`src/sv/pip_pkg.sv`:
```
package pip_pkg;

	localparam int COORD_W      = 24;
	localparam int DIFF_W       = COORD_W + 1;
	localparam int PROD_W       = 2 * DIFF_W;
	localparam int DIST_W       = PROD_W + 1;
	localparam int AREA_W       = 62;
	localparam int MAX_VERTICES = 1024;
	localparam int IDX_W        = $clog2(MAX_VERTICES);
	localparam int CNT_W        = IDX_W + 1;
	localparam int CFG_IDX_W    = 2;

	// register indexes
	localparam logic [CFG_IDX_W-1:0] REG_QUERY_X = CFG_IDX_W'(0);
	localparam logic [CFG_IDX_W-1:0] REG_QUERY_Y = CFG_IDX_W'(1);

	typedef logic signed [COORD_W-1:0] coord_t;
	typedef logic signed [PROD_W-1:0]  prod_t;

	// vertex as registered at the input stage
	typedef struct packed {
		coord_t           vx;
		coord_t           vy;
		coord_t           px;
		coord_t           py;
		coord_t           fx;
		coord_t           fy;
		logic [IDX_W-1:0] idx;
		logic             first_vtx;
		logic             in_range;
		logic             last;
		logic             ge3;
	} s1_t;

	// per-edge products for the crossing test and the shoelace term
	typedef struct packed {
		prod_t lhs;
		prod_t rhs;
		prod_t area;
		logic  straddle;
		logic  dypos;
	} seg_t;

	// registered products
	typedef struct packed {
		seg_t             e;
		seg_t             c;
		prod_t            sq_x;
		prod_t            sq_y;
		logic [IDX_W-1:0] idx;
		logic             first_vtx;
		logic             in_range;
		logic             last;
		logic             ge3;
	} s2_t;

	function automatic seg_t seg_terms(coord_t x1, coord_t y1, coord_t x2, coord_t y2,
			coord_t qx, coord_t qy);
		logic signed [DIFF_W-1:0] dy;
		logic signed [DIFF_W-1:0] dx;
		logic signed [DIFF_W-1:0] qdx;
		logic signed [DIFF_W-1:0] qdy;
		logic signed [DIFF_W-1:0] ysum;
		seg_t r;
		dy   = DIFF_W'(y2) - DIFF_W'(y1);
		dx   = DIFF_W'(x2) - DIFF_W'(x1);
		qdx  = DIFF_W'(qx) - DIFF_W'(x1);
		qdy  = DIFF_W'(qy) - DIFF_W'(y1);
		ysum = DIFF_W'(y2) + DIFF_W'(y1);
		r.lhs      = PROD_W'(qdx) * PROD_W'(dy);
		r.rhs      = PROD_W'(dx) * PROD_W'(qdy);
		r.area     = PROD_W'(dx) * PROD_W'(ysum);
		r.straddle = (y1 > qy) != (y2 > qy);
		r.dypos    = !dy[DIFF_W-1] && (dy != '0);
		return r;
	endfunction

endpackage

```
`src/sv/pip_front.sv`:
```
module pip_front
	import pip_pkg::*;
(
	input  logic   clk,
	input  logic   arst_n,
	input  coord_t vertex_x,
	input  coord_t vertex_y,
	input  logic   last_vertex,
	input  logic   in_valid,
	output logic   in_ready,
	input  logic   s1_take,
	output logic   s1_valid,
	output s1_t    s1
);

	logic             accept;
	logic [CNT_W-1:0] count_q;
	logic [CNT_W-1:0] count_inc;
	logic             first_vtx;
	coord_t           prev_x_q, prev_y_q, first_x_q, first_y_q;
	logic             s1_valid_q;

	assign in_ready  = !s1_valid_q || s1_take;
	assign accept    = in_valid && in_ready;
	assign first_vtx = (count_q == '0);
	assign count_inc = (count_q < CNT_W'(MAX_VERTICES)) ? count_q + CNT_W'(1) : count_q;

	// vertex count and stage valid
	always_ff @(posedge clk or negedge arst_n) begin
		if (!arst_n) begin
			count_q    <= '0;
			s1_valid_q <= 1'b0;
		end else begin
			if (accept) begin
				count_q <= last_vertex ? '0 : count_inc;
			end
			if (accept) begin
				s1_valid_q <= 1'b1;
			end else if (s1_take) begin
				s1_valid_q <= 1'b0;
			end
		end
	end

	// previous and first vertex, input stage payload
	always_ff @(posedge clk) begin
		if (accept) begin
			prev_x_q <= vertex_x;
			prev_y_q <= vertex_y;
			if (first_vtx) begin
				first_x_q <= vertex_x;
				first_y_q <= vertex_y;
			end
			s1.vx        <= vertex_x;
			s1.vy        <= vertex_y;
			s1.px        <= prev_x_q;
			s1.py        <= prev_y_q;
			s1.fx        <= first_vtx ? vertex_x : first_x_q;
			s1.fy        <= first_vtx ? vertex_y : first_y_q;
			s1.idx       <= count_q[IDX_W-1:0];
			s1.first_vtx <= first_vtx;
			s1.in_range  <= count_q < CNT_W'(MAX_VERTICES);
			s1.last      <= last_vertex;
			s1.ge3       <= count_inc >= CNT_W'(3);
		end
	end

	assign s1_valid = s1_valid_q;

endmodule

```
`config.mk`:
```
export PLATFORM = sky130hd
export DESIGN_NAME = pip_front
export DESIGN_NICKNAME = d
export VERILOG_FILES = /design/src/sv/pip_pkg.sv /design/src/sv/pip_front.sv
export SDC_FILE = /design/constraint.sdc
export NUM_CORES = 1
export LEC_CHECK = 0
export ABC_AREA = 1
export ABC_CLOCK_PERIOD_IN_PS = 6400
export BUFFER_PORTS_ARGS = -buffer_cell sky130_fd_sc_hd__buf_2
export CAP_MARGIN = 10
export CORE_ASPECT_RATIO = 0.9
export CORE_MARGIN = 1.5
export CORE_UTILIZATION = 50
export CTS_BUF_LIST = sky130_fd_sc_hd__clkbuf_4 sky130_fd_sc_hd__clkbuf_8
export CTS_CLUSTER_SIZE = 16
export DETAILED_ROUTE_END_ITERATION = 8
export PLACE_DENSITY_LB_ADDON = 0.25
export SYNTH_ARGS = -nofsm -noshare
export SYNTH_HDL_FRONTEND = slang
export SYNTH_SLANG_ARGS = --single-unit
```
`constraint.sdc`:
```
create_clock -name clk -period 6.4 [get_ports clk]
set_input_delay 0.96 -clock clk [delete_from_list [all_inputs] [get_ports clk]]
set_output_delay 0.96 -clock clk [all_outputs]
set_load 0.02 [all_outputs]
```
==> impl_metrics.json <==
{
  "rows": 36,
  "max_freq_ghz": 0.3874,
  "tns_ns": 0,
  "yosysUniqueCellTypes": 23,
  "worst_slew_pin_slew_ns": 0.7721,
  "crit_start": "s1_take",
  "drt_iter0_drc": 204,
  "grt.busiest_layer": "met2",
  "root_buffer": "clkbuf_8",
  "p_leak_nw": 2.958,
  "required_ns": 6.49,
  "cts_buffers": 17,
  "syn-num-nets": 337,
  "die_height_um": 103.3,
  "place_area_um2": 6859,
  "fill_cells": 759,
  "internal_power_mw": 1.781,
  "finClkSkew_ns": 0.01270,
  "worstSetupPathType": "input port to flip-flop",
  "p_per_area_nw_per_um2": 331.2,
  "grt_max_degree": 66,
  "die_x_um": 114.5,
  "drc": 0,
  "ioPinCount": 213,
  "postRouteAntennaNets": 0,
  "finalPower_mw": 2.400,
  "rr_startpoint": "s1_valid",
  "route.detailed.wl_per_inst_um": 16.40,
  "fp.coreArea_um2": 10860,
  "dr_total_vias": 3251,
  "synthesis.area_um2": 5594,
  "cp_max_fo": 65,
  "final_area_um2": 7246,
  "drtPass1Iterations": 4,
  "synthCells": 282,
  "yosysTopAreaCell": "edfxtp_1",
  "p_comb_frac": 0.130,
  "met1_usage": 0.2172,
  "clk_path_buf_depth": 2,
  "grt_pass1_wl_um": 15790,
  "portBuffers": 212,
  "fin_nets": 569,
  "slew-limit-headroom": 0.4852,
  "worstReg2RegEnd": "prev_y_q[23]",
  "synth_area_leaders": "edfxtp_1 85%, dfrtp_1 5.4%, nand2_1 2.7%",
  "status": "complete, no violations",
  "setup_viol": 0,
  "rsz0062_at_grt": "false",
  "synth_seq_area_share": 0.9018,
  "ctsResizeCount": 0,
  "grt_pass1_vias": 3060,
  "dp.final_hpwl_um": 7930,
  "finalWirelength_um": 11150,
  "multi_input_area_um2": 455.4,
  "switching_share": 0.2578,
  "max_stage_delay_ns": 0.71,
  "syn-mean-instance-area_um2": 19.84,
  "globalRoute.totalOverflow": 0,
  "cpMostUsedCell": "nand2_1",
  "synth.top_cell.area_share": 0.8481,
  "startpoint_type": "input port",
  "grt_usage": 0.1868,
  "maxSlewViolCount": 0,
  "clk_latency_ns": 0.46,
  "routabilityCongestion": 0.8491,
  "grt_util_met2": 0.3086,
  "cts_setup_buffers": 0,
  "start_util": 0.5153,
  "die_area_um2": 11830,
  "ctsHoldBuffers": 0,
  "reg2reg_depth": 4,
  "crit_arrival_ns": 2.67,
  "crit_path_end_kind": "flip-flop",
  "max_cap_viol_count": 0,
  "finalCritPeriodShare": 0.4033,
  "p_sw_mw": 0.6188,
  "post-route-min-period_ns": 2.581,
  "hold_viol": 0,
  "r2r_setup_slack_ns": 4.03,
  "synth_seq_cells": 170,
  "grt.met3_usage": 0.06760,
  "synth_edf_count": 158,
  "sequentialPowerShare": 0.569,
  "async_flop_share": 0.07059,
  "drive_gt1_frac": 0.4972,
  "cts_sinks": 170,
  "yosysWarnings": 0,
  "worstPathCellList": "buf_2, inv_1, nand2_1, nand2_1, inv_4, buf_4",
  "htree_levels": 4,
  "critPathCapture": "prev_y_q[23]",
  "crit_path_top_delay_cell": "buf_4",
  "clock_power_share": 0.301,
  "tritoncts": "built",
  "cts.clk_slew.worst_paths_ns": 0.08,
  "antenna_found_initial": 0,
  "fin_cells": 680,
  "hp-class": "input port to async pin",
  "seqCellArea_um2": 5045,
  "dp_cells": 647,
  "max-vdd-ir-drop_mv": 0.2154,
  "avgViaCountPerCell": 4.781,
  "timing.hold.ws_ns": 0.3771,
  "syn2layout_area_growth_pct": 29.52,
  "ys.flop_type": "edfxtp_1"
}
==> cell usage after synthesis, types with 2 or more instances <==
cell,instances
ha_1,2
inv_2,2
a21oi_1,2
o22ai_1,6
nand3_1,10
nor3_2,2
nand2_1,40
nor3_1,2
nand2_2,3
nand4_1,3
edfxtp_1,158
o21ai_0,5
dfrtp_1,12
inv_1,17
nor2_2,4
nor2_1,7
==> stage by stage <==
stage / utilization / setup slack (ns)
floorplan: - / 1.189
global placement: 0.6319 / 3.367
global route: 0.6672 / 3.650
finish: 0.6675 / 3.819
CTS: 0.6672 / 3.823
detailed placement: 0.6319 / 3.315
==> layer usage <==
layer	up-vias	wire, um	part of all wire
li1	1514	-	-
met1	1581	4281	0.38
met2	137	5855	0.53
met3	19	805	0.072
met4	0	210	0.019
met5	-	0	0
==> worst min path at each step <==
stage / start / end / slack, ns / cells past startpoint
6_report: arst_n / count_q[9] / 0.38 / 1
3_5_place_dp: prev_x_q[22] / s1[108] / 0.43 / 0
4_1_cts: arst_n / count_q[9] / 0.35 / 1
5_1_grt: arst_n / count_q[9] / 0.37 / 1
3_3_place_gp: prev_y_q[15] / s1[77] / 0.42 / 0
2_1_floorplan: count_q[8] / s1[12] / 0.47 / 0
==> critical path, delay by kind of cell <==
family,cells,cell delay [ns]
simple gates,2,0.25
buf+inv,4,1.43
==> power by group through the flow <==
stage | clock (mW) | combinational (mW) | sequential [mW]
6_report | 0.723 | 0.312 | 1.37
3_5_place_dp | 0 | 0.316 | 1.39
3_3_place_gp | 0 | 0.311 | 1.39
5_1_grt | 0.784 | 0.335 | 1.37
2_1_floorplan | 0 | 0.0632 | 1.51
4_1_cts | 0.742 | 0.316 | 1.37
==> area by class of cell <==
type	count	share of cell area
multi-input cells	90	0.06286
inverters	20	0.01174
well taps	152	0.02625
repair buffers	215	0.1495
diodes	1	0.0003454
clock inverters	11	0.01658
flip-flops and latches	170	0.6963
clock buffers	21	0.03644
==> cells in the final DEF (no fill, tap or decap), drive strengths merged <==
cell	count
diode	1
nor3	4
nand3	10
bufinv	2
nand2	44
inv	22
o22ai	6
nor2	12
nor4	1
o21ai	6
buf	215
ha	2
clkinvlp	2
clkinv	5
edfxtp	158
clkbuf	21
a21oi	2
nand4	3
dfrtp	12
==> cell families after synthesis <==
family	count (synthesis)	share of synthesized area
DFF	170	0.9018
and+or+nand+nor	74	0.06218
buffers and inverters	22	0.01767
AOI/OAI and AO/OA	14	0.01387
adders and majority gates	2	0.004473
==> flip-flops by register name (all words and copies together) (netlist names) <==
register / cells
count_q: 11
first_x_q: 24
first_y_q: 24
prev_x_q: 24
prev_y_q: 24
s1: 62
s1_valid: 1
Power figures use the tool's default switching activity.
